### src/hdl/arm_pkg.sv
// Package for the accumulator RAM machine executor: request/result structs,
// operation, mode, status and action codes, controller states. No dependencies.
`default_nettype none
package arm_pkg;

  localparam int unsigned WordW = 32;

  typedef enum logic [3:0] {
    OP_LOAD  = 4'd0,
    OP_STORE = 4'd1,
    OP_ADD   = 4'd2,
    OP_SUB   = 4'd3,
    OP_MUL   = 4'd4,
    OP_DIV   = 4'd5,
    OP_READ  = 4'd6,
    OP_WRITE = 4'd7,
    OP_JUMP  = 4'd8,
    OP_JZERO = 4'd9,
    OP_JGTZ  = 4'd10,
    OP_HALT  = 4'd11
  } op_t;

  localparam logic [1:0] MODE_CONST    = 2'd0;
  localparam logic [1:0] MODE_DIRECT   = 2'd1;
  localparam logic [1:0] MODE_INDIRECT = 2'd2;

  localparam logic [1:0] ST_OK      = 2'd0;
  localparam logic [1:0] ST_DIVZERO = 2'd1;
  localparam logic [1:0] ST_RANGE   = 2'd2;
  localparam logic [1:0] ST_MODE    = 2'd3;

  localparam logic [1:0] ACT_NEXT   = 2'd0;
  localparam logic [1:0] ACT_BRANCH = 2'd1;
  localparam logic [1:0] ACT_HALT   = 2'd2;

  typedef struct packed {
    logic [3:0]        operation;
    logic [1:0]        mode;
    logic signed [31:0] operand;
    logic [9:0]        jump_target;
    logic signed [31:0] read_value;
  } in_req_t;

  typedef struct packed {
    logic [1:0]        next_action;
    logic [9:0]        branch_address;
    logic              out_valid;
    logic signed [31:0] out_value;
    logic signed [31:0] accumulator;
    logic [1:0]        status;
  } out_res_t;

  typedef enum logic [3:0] {
    S_IDLE,
    S_CLEAR,
    S_DECODE,
    S_RD_PTR,
    S_CHK_PTR,
    S_RD_VAL,
    S_EXEC,
    S_MUL,
    S_DIV,
    S_DIV_FIN,
    S_STORE,
    S_DONE
  } state_t;

  // Controller -> datapath commands
  typedef struct packed {
    logic clr_step;
    logic latch;
    logic rd_ptr;
    logic rd_val;
    logic exec;
    logic mul_done;
    logic div_start;
    logic div_step;
    logic div_fin;
    logic wr_mem;
    logic emit;
  } cmd_t;

  // Datapath -> controller status
  typedef struct packed {
    logic clr_last;
    logic op_needs_fetch;
    logic op_needs_dest;
    logic op_mul;
    logic op_div;
    logic mode_bad;
    logic opnd_bad;
    logic ptr_bad;
    logic mode_indirect;
    logic divisor_zero;
    logic div_last;
  } stat_t;

endpackage
`default_nettype wire

### src/hdl/arm_ctrl.sv
// Controller state machine for the accumulator RAM machine executor.
// Depends on arm_pkg; drives arm_dp through cmd_t and reads stat_t.
`default_nettype none
module arm_ctrl (
  input  wire logic           clk,
  input  wire logic           rst_n,
  input  wire logic           start,
  input  arm_pkg::stat_t      st,
  output arm_pkg::cmd_t       cmd,
  output logic                busy,
  output logic                err_mode,
  output logic                err_range
);

  arm_pkg::state_t state_r, state_nxt;

  always_ff @(posedge clk) begin
    if (!rst_n) state_r <= arm_pkg::S_CLEAR;
    else        state_r <= state_nxt;
  end

  always_comb begin
    state_nxt = state_r;
    case (state_r)
      arm_pkg::S_CLEAR:   if (st.clr_last) state_nxt = arm_pkg::S_IDLE;
      arm_pkg::S_IDLE:    if (start) state_nxt = arm_pkg::S_DECODE;
      arm_pkg::S_DECODE: begin
        if (st.mode_bad || st.opnd_bad) state_nxt = arm_pkg::S_DONE;
        else if (st.op_needs_fetch || st.op_needs_dest) begin
          if (st.mode_indirect) state_nxt = arm_pkg::S_RD_PTR;
          else if (st.op_needs_fetch) state_nxt = arm_pkg::S_RD_VAL;
          else state_nxt = arm_pkg::S_STORE;
        end else if (st.op_needs_fetch) state_nxt = arm_pkg::S_EXEC;
        else state_nxt = arm_pkg::S_EXEC;
      end
      arm_pkg::S_RD_PTR:  state_nxt = arm_pkg::S_CHK_PTR;
      arm_pkg::S_CHK_PTR: begin
        if (st.ptr_bad) state_nxt = arm_pkg::S_DONE;
        else if (st.op_needs_fetch) state_nxt = arm_pkg::S_RD_VAL;
        else state_nxt = arm_pkg::S_STORE;
      end
      arm_pkg::S_RD_VAL:  state_nxt = arm_pkg::S_EXEC;
      arm_pkg::S_EXEC: begin
        if (st.op_mul) state_nxt = arm_pkg::S_MUL;
        else if (st.op_div && !st.divisor_zero) state_nxt = arm_pkg::S_DIV;
        else state_nxt = arm_pkg::S_DONE;
      end
      arm_pkg::S_MUL:     state_nxt = arm_pkg::S_DONE;
      arm_pkg::S_DIV:     if (st.div_last) state_nxt = arm_pkg::S_DIV_FIN;
      arm_pkg::S_DIV_FIN: state_nxt = arm_pkg::S_DONE;
      arm_pkg::S_STORE:   state_nxt = arm_pkg::S_DONE;
      arm_pkg::S_DONE:    state_nxt = arm_pkg::S_IDLE;
      default:            state_nxt = arm_pkg::S_IDLE;
    endcase
  end

  always_comb begin
    cmd       = '0;
    busy      = 1'b1;
    err_mode  = 1'b0;
    err_range = 1'b0;
    case (state_r)
      arm_pkg::S_CLEAR:   cmd.clr_step = 1'b1;
      arm_pkg::S_IDLE: begin
        busy      = 1'b0;
        cmd.latch = start;
      end
      arm_pkg::S_DECODE: begin
        err_mode  = st.mode_bad;
        err_range = !st.mode_bad && st.opnd_bad;
        cmd.rd_ptr = 1'b1;
        cmd.rd_val = !st.mode_indirect;
      end
      arm_pkg::S_CHK_PTR: begin
        err_range  = st.ptr_bad;
        cmd.rd_val = 1'b1;
      end
      arm_pkg::S_EXEC: begin
        cmd.exec      = 1'b1;
        cmd.div_start = st.op_div;
      end
      arm_pkg::S_MUL:     cmd.mul_done = 1'b1;
      arm_pkg::S_DIV:     cmd.div_step = 1'b1;
      arm_pkg::S_DIV_FIN: cmd.div_fin = 1'b1;
      arm_pkg::S_STORE:   cmd.wr_mem = 1'b1;
      arm_pkg::S_DONE:    cmd.emit = 1'b1;
      default:            cmd = '0;
    endcase
  end

endmodule
`default_nettype wire

### config.mk
export PLATFORM = sky130hd
export DESIGN_NAME = arm_ctrl
export DESIGN_NICKNAME = d
export VERILOG_FILES = /design/src/hdl/arm_pkg.sv /design/src/hdl/arm_ctrl.sv
export SDC_FILE = /design/constraint.sdc
export NUM_CORES = 1
export LEC_CHECK = 0
export ABC_CLOCK_PERIOD_IN_PS = 3600
export BUFFER_PORTS_ARGS = -buffer_cell sky130_fd_sc_hd__buf_4
export CELL_PAD_IN_SITES_DETAIL_PLACEMENT = 1
export CELL_PAD_IN_SITES_GLOBAL_PLACEMENT = 1
export CORE_UTILIZATION = 35
export CTS_BUF_LIST = sky130_fd_sc_hd__clkbuf_4 sky130_fd_sc_hd__clkbuf_8
export DETAILED_ROUTE_END_ITERATION = 6
export PLACE_DENSITY_LB_ADDON = 0.08
export SETUP_SLACK_MARGIN = 0.05
export SLEW_MARGIN = 20
export SYNTH_ARGS = -nofsm -noshare
export SYNTH_HDL_FRONTEND = slang
export SYNTH_SLANG_ARGS = --single-unit
### constraint.sdc
create_clock -name clk -period 3.6 [get_ports clk]
set_clock_uncertainty 0.05 [all_clocks]
set_input_delay 0.36 -clock clk [delete_from_list [all_inputs] [get_ports clk]]
set_output_delay 0.36 -clock clk [all_outputs]
set_load 0.01 [all_outputs]
==> results by stage, run 1 <==
CTS:
- The total number of H-tree levels is 1.
- The clock reaches the later pin of the worst-skew pair after around 230 ps.
- Post-CTS repair changed the size of 0 cells.
- After clock tree synthesis, the clock-pin slew on the worst setup and hold paths is 30 ps.
- The count of hold buffers inserted by post-cts repair is 0.
- The TritonCTS buffer count is 3.
- The longest clock path from root to sink contains 2 buffers.
- The clock tree from TritonCTS is done.
- For this design, the sink count on the clock tree is 4.
- The post-CTS setup-driven buffer insertion count is 0.
- The root buffer cell chosen for the clock tree is clkbuf_4.

Logic synthesis:
- For this run, the leading register cell type out of synthesis is dfxtp_1.
- The average size of a mapped cell is 7.461 sq um.
- Of the post-synthesis cell area, the dominant cell type holds 0.1309.
- Counting every net in the synthesized netlist gives 96.
- The sequential element share of the synthesized area is 0.1309.
- Synthesis instantiated 38 different standard cells from the library.
- In the synthesized netlist the async set-or-reset flop fraction comes to 0.
- The Yosys step of the flow raised 0 warnings.
- After synthesis the netlist holds a flip-flop and latch count of 4.
- In this run, synthesis inferred 0 flip-flops with an integrated enable.
- Synthesis produced 82 cells.
- The combined area of all synthesized cells is 611.8 sq um.
- The biggest area contributor in the post-synthesis netlist is dfxtp_1.
- After synthesis, the cell types taking the most area are dfxtp_1, buf_6, nand2b_1, nor2_1, nand2_1.

Power:
- For this design the total switching power over the nets is 0.0002507 W.
- The share of total power in combinational logic is 0.618.
- The total internal power is 0.0002643 W.
- Of the total power, the share spent switching nets is 0.4868.
- The share of power burned in the clock network is 0.107.
- The power density normalized to cell area is 671.5 nW/um^2.
- The share of total power dissipated in sequential elements is 0.275.
- The analysis attributes to cell leakage a power of 0.3696 nW.
- Across the VDD grid, the largest voltage drop is 0.0003519 V.

Setup path:
- The signal on the critical path passes through nor2b_1 -> nand2_1 -> o21ai_0 -> buf_4.
- The count of cells along the worst register-to-register path is 4.
- STA classifies the critical path startpoint as a flop.
- For the worst setup path, the data arrival time is 1810 ps.
- The launching point of the worst reg2reg path is state_r[2]$_SDFFE_PN0P_.
- The endpoint of the worst setup timing path is err_range.
- The cell family contributing the most delay on the critical path is flip-flops.
- The largest driver fanout on the critical path is 17.
- The slowest stage of the critical path belongs to the cell dfxtp_1.
- The worst register-to-register path has a setup slack of approximately 1800 ps.
- The worst path buffer plus inverter count is 1.
- The category of the critical setup timing path is flop to output pin.
- STA puts the critical path data required time at 3190 ps.
- The timing startpoint of the critical path is state_r[1]$_SDFFE_PN0P_.
- The endpoint class of the critical path is an output pin.
- The end of the worst register-to-register path is state_r[1]$_SDFFE_PN0P_.
- The depth of the critical timing path with buffers and inverters included is 4.
- The delay of the slowest critical-path stage is 710 ps.

Global routing:
- The number of antenna violations at the first check in global routing is 0.
- The number of global-route vias before repair came to approximately 620.
- Entering global routing, the biggest net connects 19 pins.
- Summed over all layers, the global routing overflow is 0.
- The first global-routing pass estimated 2863 um of wire.
- For this run, the total global-route usage over all layers was measured as 0.1947.

STA:
- At the pin with the least slew margin, the transition time is 629.8 ps.
- The hold violation total from the final report was 0.
- Setup repair after global routing left no endpoint under its margin.
- The final critical delay including setup and external delays is around 2200 ps.
- Headroom to the max-slew limit came out at 0.5796.
- The number of pins exceeding their max-slew limit in the final report is 0.
- The peak clock frequency supported by timing is roughly 450 MHz.
- Setup violations remaining at the end of the flow were counted as 0.
- Once routing completed, OpenROAD measured the worst setup slack at roughly 1400 ps.
- The summed negative setup slack over all endpoints is 0 ps.
- The share of the clock period used by the worst path after layout is 0.6158.

Die:
- For this configuration, the core starts out at a cell density of 0.3881.
- The core area is 1577 sq um.
- The number of rows created at floorplan is 14.
- Pin placement for this block handled 28 I/O pins.
- The die area is 1919 sq um.
- The die width is 43.81 um.
- The chip height is 43.81 um.

Final layout:
- The share of final-layout standard cells stronger than drive strength 1 is 0.3269.
- The antenna diode instance count is 0.
- The number of flip-flops under the largest register name is 4.
- In the final design database the tool counted 120 nets.
- The area growth from synthesis to layout is 25.36%.
- More flip-flops sit in one register than any other, and that register is state_r.
- Leaving out fill and tap cells, the most frequent cell in the layout is buf_4.
- The largest registers in the layout are state_r x4.
- The library cells used most frequently in the layout, excluding fill and tap cells, are buf_4, nor2_1, nand2_1.

Drt:
- The sum of routed wire length over all layers is 1782 um.
- In the routed design, unresolved DRC markers number 3.
- The number of nets with antenna violations after routing is 0.
- The DRC marker count from the first detailed-route iteration is 18.
- Dividing the detail-routed via count by the number of cells gives 5.542.
- After detailed routing, the average wire length per cell comes to between 10 and 15 um.
- Summing over every cut layer, the via total after detailed routing is ~670.
- The first TritonRoute pass finished after 6 iterations.

Run:
- The number of max-cap violations is 0.

Status:
- The flow ran to the end, but the final reports show violations.
- The final reports fail on design-rule violations.

Placement:
- The final RePlAce weighted congestion is 0.7079.
- The placed wire-length estimate is ~1300 um.
- Timing analysis after detailed placement gives a worst setup slack of 1627 ps.
- The number of buffer cells added on primary ports is 27.

Worst hold path:
- The path category of the worst min-delay check is primary input to flop.
-- power groups by stage --
| stage | logic (W) | registers [W] | clock network [W] |
|---|---|---|---|
| after floorplan | 0.000329 | 0.0000716 | 0 |
| after global placement | 0.000313 | 0.000139 | 0 |
| after detailed placement | 0.000319 | 0.000141 | 0 |
| after CTS | 0.000320 | 0.000139 | 0.0000581 |
| after global routing | 0.000346 | 0.000150 | 0.0000620 |
| final | 0.000318 | 0.000142 | 0.0000552 |
-- per-stage QoR --
step / utilization / std cells / hold slack [ps] / cell area [sq um] / total power [W]
finish: 0.4865 / 120 / 314.8 / 767.0 / 0.0005150
global route: 0.4865 / 120 / 318.7 / 767.0 / 0.0005576
CTS: 0.4865 / 120 / 308.0 / 767.0 / 0.0005172
detailed placement: 0.4722 / 117 / 550.2 / 744.5 / 0.0004597
global placement: 0.4722 / 117 / 552.3 / 744.5 / 0.0004519
floorplan: - / 82 / 427.5 / 611.8 / 0.0004008
-- synthesized netlist by cell type (2+ instances only) --
cell type and count:
a211o_1 2, nor2b_1 2, o21a_1 2, nor3_1 3, dfxtp_1 4, buf_6 5
mux2i_1 2, and3_1 4, nand2b_1 6, o21ai_0 3, a21oi_1 3, inv_1 3
nand2_1 7, nor4_1 2, nor2_1 9, o22ai_1 3
-- how the worst min path moves through the flow --
stage	to	from	cells past startpoint
final	state_r[3]$_SDFFE_PN0P_	rst_n	2
after global routing	state_r[2]$_SDFFE_PN0P_	rst_n	2
after CTS	state_r[3]$_SDFFE_PN0P_	rst_n	2
after detailed placement	state_r[3]$_SDFFE_PN0P_	rst_n	2
after global placement	state_r[3]$_SDFFE_PN0P_	rst_n	2
after floorplan	state_r[3]$_SDFFE_PN0P_	rst_n	1
-- cell families after synthesis --
kind of cell              Yosys count  synth area share
xor gates and xnor gates            1           0.01432
muxes                               3           0.05112
buffers and inverters              11            0.1656
and+or+nand+nor                    39            0.3517
DFF                                 4            0.1309
AOI/OAI and AO/OA                  24            0.2863
-- cell type report --
class                           instances  area (sq um)
Clock buffer                            3         22.52
Fill cell                             216         809.5
Inverter                                3         11.26
Multi-Input combinational cell         67         430.4
Sequential cell                         4         80.08
Tap cell                               16         20.02
Timing Repair Buffer                   27         202.7
-- per-layer routing --
layer / share of wire / vias up / GRT usage
li1: - / 346 / -
met2: 0.46 / 15 / 0.3164
met5: 0 / - / 0
met1: 0.50 / 302 / 0.2743
met3: 0.026 / 2 / 0.01250
met4: 0.0095 / 0 / 0.05625
Power figures use the tool's default switching activity.
==> inputs of run 2 (changes only) <==
--- a/config.mk
+++ b/config.mk
@@ -5,11 +5,11 @@
 export SDC_FILE = /design/constraint.sdc
 export NUM_CORES = 1
 export LEC_CHECK = 0
-export ABC_CLOCK_PERIOD_IN_PS = 3600
+export ABC_CLOCK_PERIOD_IN_PS = 1900
 export BUFFER_PORTS_ARGS = -buffer_cell sky130_fd_sc_hd__buf_4
 export CELL_PAD_IN_SITES_DETAIL_PLACEMENT = 1
 export CELL_PAD_IN_SITES_GLOBAL_PLACEMENT = 1
-export CORE_UTILIZATION = 35
+export CORE_UTILIZATION = 29
 export CTS_BUF_LIST = sky130_fd_sc_hd__clkbuf_4 sky130_fd_sc_hd__clkbuf_8
 export DETAILED_ROUTE_END_ITERATION = 6
 export PLACE_DENSITY_LB_ADDON = 0.08
==> constraint.sdc (replaced) <==
create_clock -name clk -period 1.9 [get_ports clk]
set_clock_uncertainty 0.05 [all_clocks]
set_input_delay 0.19 -clock clk [delete_from_list [all_inputs] [get_ports clk]]
set_output_delay 0.19 -clock clk [all_outputs]
set_load 0.01 [all_outputs]
==> run 2 against run 1 <==
  * The run now ends clean
  * Sequential cell count stayed put
  * Register-to-register slack worse by 1500 ps
  * Die area is 20% higher
  * Global-route usage is 1.2 points lower
  * Combinational power is 130% higher
  * Cell area is 7.3% higher
  * Utilization is 7.1 points lower
  * Critical path type unchanged
  * Highest routed layer unchanged
==> results by stage, run 2 (same netlist as run 1, synthesis figures left out) <==
CTS:
- The tree is rooted in a clkbuf_4.
- The clock latency on the worst-skew pair is 250 ps (+20 ps).
- The count of hold buffers inserted by post-cts repair is 0 (unchanged).
- The clock sink total is 4 (unchanged).
- TritonCTS built the clock tree.
- The number of buffers on the longest clock path is 2 (unchanged).
- The total number of H-tree levels is 1 (unchanged).
- The post-CTS setup-driven buffer insertion count is 0 (unchanged).
- The TritonCTS buffer count is 3 (unchanged).
- The number of instances resized during post-cts repair was 0 (unchanged).
- The clock input transition at the sequential cells of the worst setup and hold paths is 40 ps (about the same).

Setup path:
- Walking the worst path, the cells encountered are nand2b_1 -> buf_4 -> nor2_1 -> buf_4.
- The cell with the largest stage delay on the worst path is dfxtp_1.
- The internal reg-to-reg setup slack is 300 ps (-1490 ps).
- The startpoint type of the worst setup path is a flop.
- STA classifies the critical path endpoint as an output pin.
- The category of the critical setup timing path is flop to output pin.
- The largest driver fanout on the critical path is 14 (-3).
- The most numerous cell type found on the critical path is buf_4.
- The critical path arrival is 1540 ps (-270 ps).
- The data required time of the critical path is 1660 ps (-1530 ps).
- The delay of the slowest critical-path stage was 610 ps (-100 ps).

STA:
- The transition time at the pin with the least slew margin is 487.9 ps (-141.9 ps).
- The number of pins exceeding their max-slew limit in the final report was 0 (unchanged).
- The total setup violations reported at the end of the flow is 0 (unchanged).
- Setup repair after global routing could not meet its margin everywhere.
- The summed negative setup slack over all endpoints is 0 ps (unchanged).
- The peak clock frequency supported by timing is 561.3 MHz.
- The hold violation total from the final report is 0 (unchanged).
- After layout, the minimum clock period comes to 1782 ps.
- The share of the clock period used by the worst path after layout is 0.9377.
- The tightest slew margin relative to the limit is 0.6743 (+0.09472).

Global routing:
- The global-route total usage across every layer came to 0.1827 (-0.01198).
- The total congestion overflow is 0 (unchanged).
- The number of antenna violations at the first check in global routing is 0 (unchanged).
- The number of global-route vias before repair is 653 (+5.0%).
- The pin count of the biggest net entering global routing is 15 (-4).
- The global-route wire length before repair was 2891 um (+0.98%).

Placement:
- The number of buffer cells added on primary ports came to 27 (unchanged).
- The placed wire-length estimate is 1461 um (+8.6%).
- The final RePlAce weighted congestion was 0.7311 (+3.3%).

Drt:
- The via density per instance was 5.309 (-4.2%).
- The total number of vias was 722 (+8.6%).
- The number of nets with antenna violations after routing is 0 (unchanged).
- The total DRC errors in the routed layout came to 0 (-3).
- The DRC marker count from the first detailed-route iteration is 7 (-11).
- The routed length per placed instance is 14.03 um (-5.5%).
- The total iterations of the first detailed-routing run is 5 (-1).
- The sum of routed wire length over all layers was 1908 um (+7.1%).

Die:
- The chip height is 47.93 um (+9.4%).
- The initial standard-cell utilization of the core is 0.3087 (-0.07938).
- The core area is 1982 sq um (+26%).
- The number of rows created at floorplan is 16 (+2).
- The die width is 47.93 um (+9.4%).
- The die area is 2297 sq um (+20%).
- The number of primary I/O pins is 28 (unchanged).

Run:
- The number of max-cap violations came to 0 (unchanged).

Final layout:
- Leaving out fill and tap cells, the most frequent cell in the layout is buf_4.
- The storage element area is 80.08 sq um (unchanged).
- The combined area of the multi-input logic cells is 435.4 sq um (+1.2%).
- The number of fill cells in the layout is 261 (+21%).
- In the layout the commonest cells are buf_4, nor2_1, nand2_1.
- The signed area change from the synthesized netlist to the final layout is 34.56%.
- The share of final-layout standard cells stronger than drive strength 1 is 0.3761 (+0.04922).
- The post-route core utilization was 0.4154 (-0.07110).
- The number of flip-flops under the largest register name is 4 (unchanged).
- The largest registers in the layout are state_r x4.
- The antenna diode instance count came to 0 (unchanged).
- The register bank with the most flops is state_r.
- The post-layout net count was 125 (+4.2%).

Power:
- The total power after layout is 0.001053 W (+100%).
- The power density normalized to cell area is 1279 nW/um^2 (+91%).
- The worst ir drop on vdd came to 0.0004769 V (+36%).
- The total leakage power is 0.3957 nW (+7.1%).

Worst hold path:
- The path category of the worst min-delay check is primary input to flop.

Status:
- The run finished with clean final reports.
run 2: cell types whose count changed in the layout (fill, tap and decap cells not counted):
cell     change
buf_4        +5
nor2_1       -1
nor2_2       +1
nor2b_1      -1
nor2b_2      +1
run 2: layout make-up:
type	instances	area share
multi-input combinational	67	0.5289
timing repair buffer	32	0.2918
sequential	4	0.09726
tap	27	0.04103
clock buffer	3	0.02736
inverter	3	0.01368
run 2: report_power, final:
part / total [W] / internal [W] / switching (W)
Sequential: 0.000206 / 0.000119 / 0.0000871
Combinational: 0.000736 / 0.000365 / 0.000370
Clock: 0.000112 / 0.0000710 / 0.0000408
run 2: final timing paths:
| kind | end | start | cells past startpoint |
|---|---|---|---|
| min | state_r[3]$_SDFFE_PN0P_ | rst_n | 2 |
| min reg2reg | state_r[1]$_SDFFE_PN0P_ | state_r[2]$_SDFFE_PN0P_ | 3 |
| max | cmd[2] | state_r[3]$_SDFFE_PN0P_ | 4 |
| max reg2reg | state_r[1]$_SDFFE_PN0P_ | state_r[3]$_SDFFE_PN0P_ | 4 |
run 2: per-stage QoR:
| step | setup WS (ps) | std cells | hold WS (ps) | cell area (sq um) |
|---|---|---|---|---|
| final | 118.3 | 136 | 145.1 | 823.3 |
| after global routing | 24.64 | 136 | 140.0 | 823.3 |
| after CTS | 137.9 | 136 | 137.8 | 818.3 |
| after detailed placement | 321.0 | 133 | 386.6 | 795.8 |
| after global placement | 373.4 | 133 | 387.0 | 795.8 |
| after floorplan | 538.0 | 82 | 257.5 | 611.8 |
run 2: per-layer routing:
| layer | part of all wire | global-route usage | vias up |
|---|---|---|---|
| met5 | 0 | 0 | - |
| li1 | - | - | 353 |
| met4 | 0.012 | 0.1111 | 0 |
| met1 | 0.45 | 0.2208 | 347 |
| met2 | 0.51 | 0.3054 | 20 |
| met3 | 0.032 | 0.02264 | 2 |
run 2: worst max-delay path: cells and delay by family, from the launching register on:
family        cells  cell delay (ps)
buf+inv           2              340
flops             1              610
simple gates      2              350
==> inputs of run 3 (changes only) <==
--- a/config.mk
+++ b/config.mk
@@ -12,7 +12,7 @@
 export CORE_UTILIZATION = 29
 export CTS_BUF_LIST = sky130_fd_sc_hd__clkbuf_4 sky130_fd_sc_hd__clkbuf_8
 export DETAILED_ROUTE_END_ITERATION = 6
-export PLACE_DENSITY_LB_ADDON = 0.08
+export PLACE_DENSITY = 0.86
 export SETUP_SLACK_MARGIN = 0.05
 export SLEW_MARGIN = 20
 export SYNTH_ARGS = -nofsm -noshare
==> run 3 against run 2 <==
  * Sequential share of layout area is 0.21 points higher
  * Largest cell class unchanged
  * Non-clock buffer count decreased by 1
  * Sequential power grew 9%
  * Die area stayed put
==> results by stage, run 3 (same netlist as run 1, synthesis figures left out) <==
Setup path:
- In this run the worst setup path begins at state_r[3]$_SDFFE_PN0P_.
- The internal reg-to-reg setup slack is 200 ps (-100 ps).
- The data required time of the critical path is 1660 ps (about the same).
- The worst setup path is captured at an output pin.
- The launching point of the worst reg2reg path is state_r[3]$_SDFFE_PN0P_.
- The largest driver fanout on the critical path was 14 (unchanged).
- The critical path is of the flop to output pin type.
- The critical path arrival is 1530 ps (about the same).
- The startpoint type of the worst setup path is a flop.

Global routing:
- The number of antenna violations at the first check in global routing is 0 (unchanged).
- The global-route total usage across every layer was 0.1899 (+0.007171).
- The global-route wire length before repair is 3036 um (+5.0%).
- The total congestion overflow was 0 (unchanged).
- The number of global-route vias before repair was 648 (-0.77%).
- The pin count of the biggest net entering global routing is 15 (unchanged).

STA:
- The tightest slew margin relative to the limit is 0.6523 (-0.02202).
- The number of pins exceeding their max-slew limit in the final report is 0 (unchanged).
- The worst setup margin is 134.6 ps (+16.33 ps).
- Setup repair after global routing could not meet its margin everywhere.
- The share of the clock period used by the worst path after layout came to 0.9291 (-0.008597).
- The summed negative setup slack over all endpoints is 0 ps (unchanged).
- The peak clock frequency supported by timing is 566.5 MHz (+0.93%).
- The total setup violations reported at the end of the flow is 0 (unchanged).
- The transition time at the pin with the least slew margin was 520.9 ps (+32.99 ps).
- The final critical delay including setup and external delays is 1765 ps (-16.33 ps).
- The hold violation total from the final report is 0 (unchanged).

Drt:
- The number of nets with antenna violations after routing was 0 (unchanged).
- The total iterations of the first detailed-routing run is 3 (-2).
- The routed length per placed instance is 14.73 um (+5.0%).
- The DRC marker count from the first detailed-route iteration is 10 (+3).
- The total DRC errors in the routed layout is 0 (unchanged).
- The sum of routed wire length over all layers is 1989 um (+4.2%).
- The via density per instance is 5.363 (+1.0%).
- The total number of vias is 724 (+0.28%).

Die:
- The die width is 47.93 um (unchanged).
- The chip height is 47.93 um (unchanged).
- The number of primary I/O pins came to 28 (unchanged).
- The die area came to 2297 sq um (unchanged).
- The initial standard-cell utilization of the core is 0.3087 (unchanged).
- The number of rows created at floorplan is 16 (unchanged).
- The core area came to 1982 sq um (unchanged).

CTS:
- The number of buffers on the longest clock path came to 2 (unchanged).
- The total number of H-tree levels came to 1 (unchanged).
- The clock tree from TritonCTS is done.
- The clock sink total was 4 (unchanged).
- The post-CTS setup-driven buffer insertion count is 0 (unchanged).
- The clock latency on the worst-skew pair is 240 ps (about the same).
- The TritonCTS buffer count is 3 (unchanged).
- The library cell used as clock root buffer is clkbuf_4.
- The clock input transition at the sequential cells of the worst setup and hold paths is 40 ps (about the same).

Worst hold path:
- In this run the most critical hold path is launched from rst_n.
- The min-delay analysis places its worst path in the category primary input to flop.

Final layout:
- The storage element area is 82.58 sq um (+3.1%).
- The post-route core utilization came to 0.4192 (+0.003788).
- The signed area change from the synthesized netlist to the final layout is 35.79%.
- In the final layout, the registers with the most flip-flops are state_r x4.
- The combined area of the multi-input logic cells is 447.9 sq um (+2.9%).
- The number of flip-flops under the largest register name is 4 (unchanged).
- The library cells used most frequently in the layout, excluding fill and tap cells, are buf_4, nor2_1, nand2_1.
- The share of final-layout standard cells stronger than drive strength 1 is 0.3981 (+0.02200).
- The number of fill cells in the layout is 265 (+1.5%).
- More flip-flops sit in one register than any other, and that register is state_r.
- The most common cell after layout, fill and taps aside is buf_4.
- The antenna diode instance count is 0 (unchanged).
- The post-layout net count is 124 (-0.80%).

Placement:
- The number of buffer cells added on primary ports is 27 (unchanged).
- The placed wire-length estimate is 1536 um (+5.1%).
- The final RePlAce weighted congestion is 0.8455 (+16%).
- The placement-stage worst setup slack came to 234.9 ps (-86.17 ps).

Power:
- The worst ir drop on vdd was 0.0006007 V (+26%).
- The power density normalized to cell area is 1275 nW/um^2 (-0.35%).
- The total leakage power is 0.3953 nW (-0.10%).

Status:
- The flow ran to the end, and the final reports show no timing, DRC or antenna violations.

Run:
- The number of max-cap violations is 0 (unchanged).
-- run 3: stage by stage --
stage	hold WS [ps]	instance area, sq um	total power [W]	std cells
6_report	151.9	830.8	0.001059	135
5_1_grt	144.0	830.8	0.001151	135
4_1_cts	139.9	813.3	0.001027	135
3_5_place_dp	388.2	788.3	0.0009090	132
3_3_place_gp	387.9	788.3	0.0008837	132
2_1_floorplan	257.5	611.8	0.0007594	82
-- run 3: timing repair --
item | CTS | global route
setup endpoints to repair | 2 | 4
resized for setup | 1 | 6
hold buffers | 0 | 0
cloned | 0 | 0
-- run 3: power by group --
group	leakage, nW	total [W]	switching [W]	internal, W
combinational	0.348	0.000724	0.000358	0.000366
sequential	0.0338	0.000225	0.000103	0.000122
clock	0.0138	0.000110	0.0000393	0.0000710
total	0.395	0.00106	0.000501	0.000558
-- run 3: metal layers --
layer / track usage / up-vias / share of wire
met3: 0.06038 / 2 / 0.047
met2: 0.3189 / 23 / 0.50
met5: 0 / - / 0
li1: - / 352 / -
met1: 0.2483 / 347 / 0.45
met4: 0.01111 / 0 / 0.0050
-- run 3: area by class of cell --
type	count	area share
sequential	4	0.09940
multi-input combinational	67	0.5392
clock buffer	3	0.02711
inverter	3	0.01355
tap	27	0.04066
timing repair buffer	31	0.2801
-- run 3: path summary, 6_finish.rpt --
| kind | to | cells past startpoint |
|---|---|---|
| worst max-delay path | cmd[3] | 3 |
| worst min-delay path | state_r[3]$_SDFFE_PN0P_ | 2 |
| worst max register to register | state_r[1]$_SDFFE_PN0P_ | 4 |
| worst min register to register | state_r[0]$_SDFFE_PN1P_ | 2 |
-- run 3: worst max-delay path: stages (launching register included) --
cell and delay, ps:
dfxtp_1 640, nand2b_1 300, nor3_1 200, buf_4 150
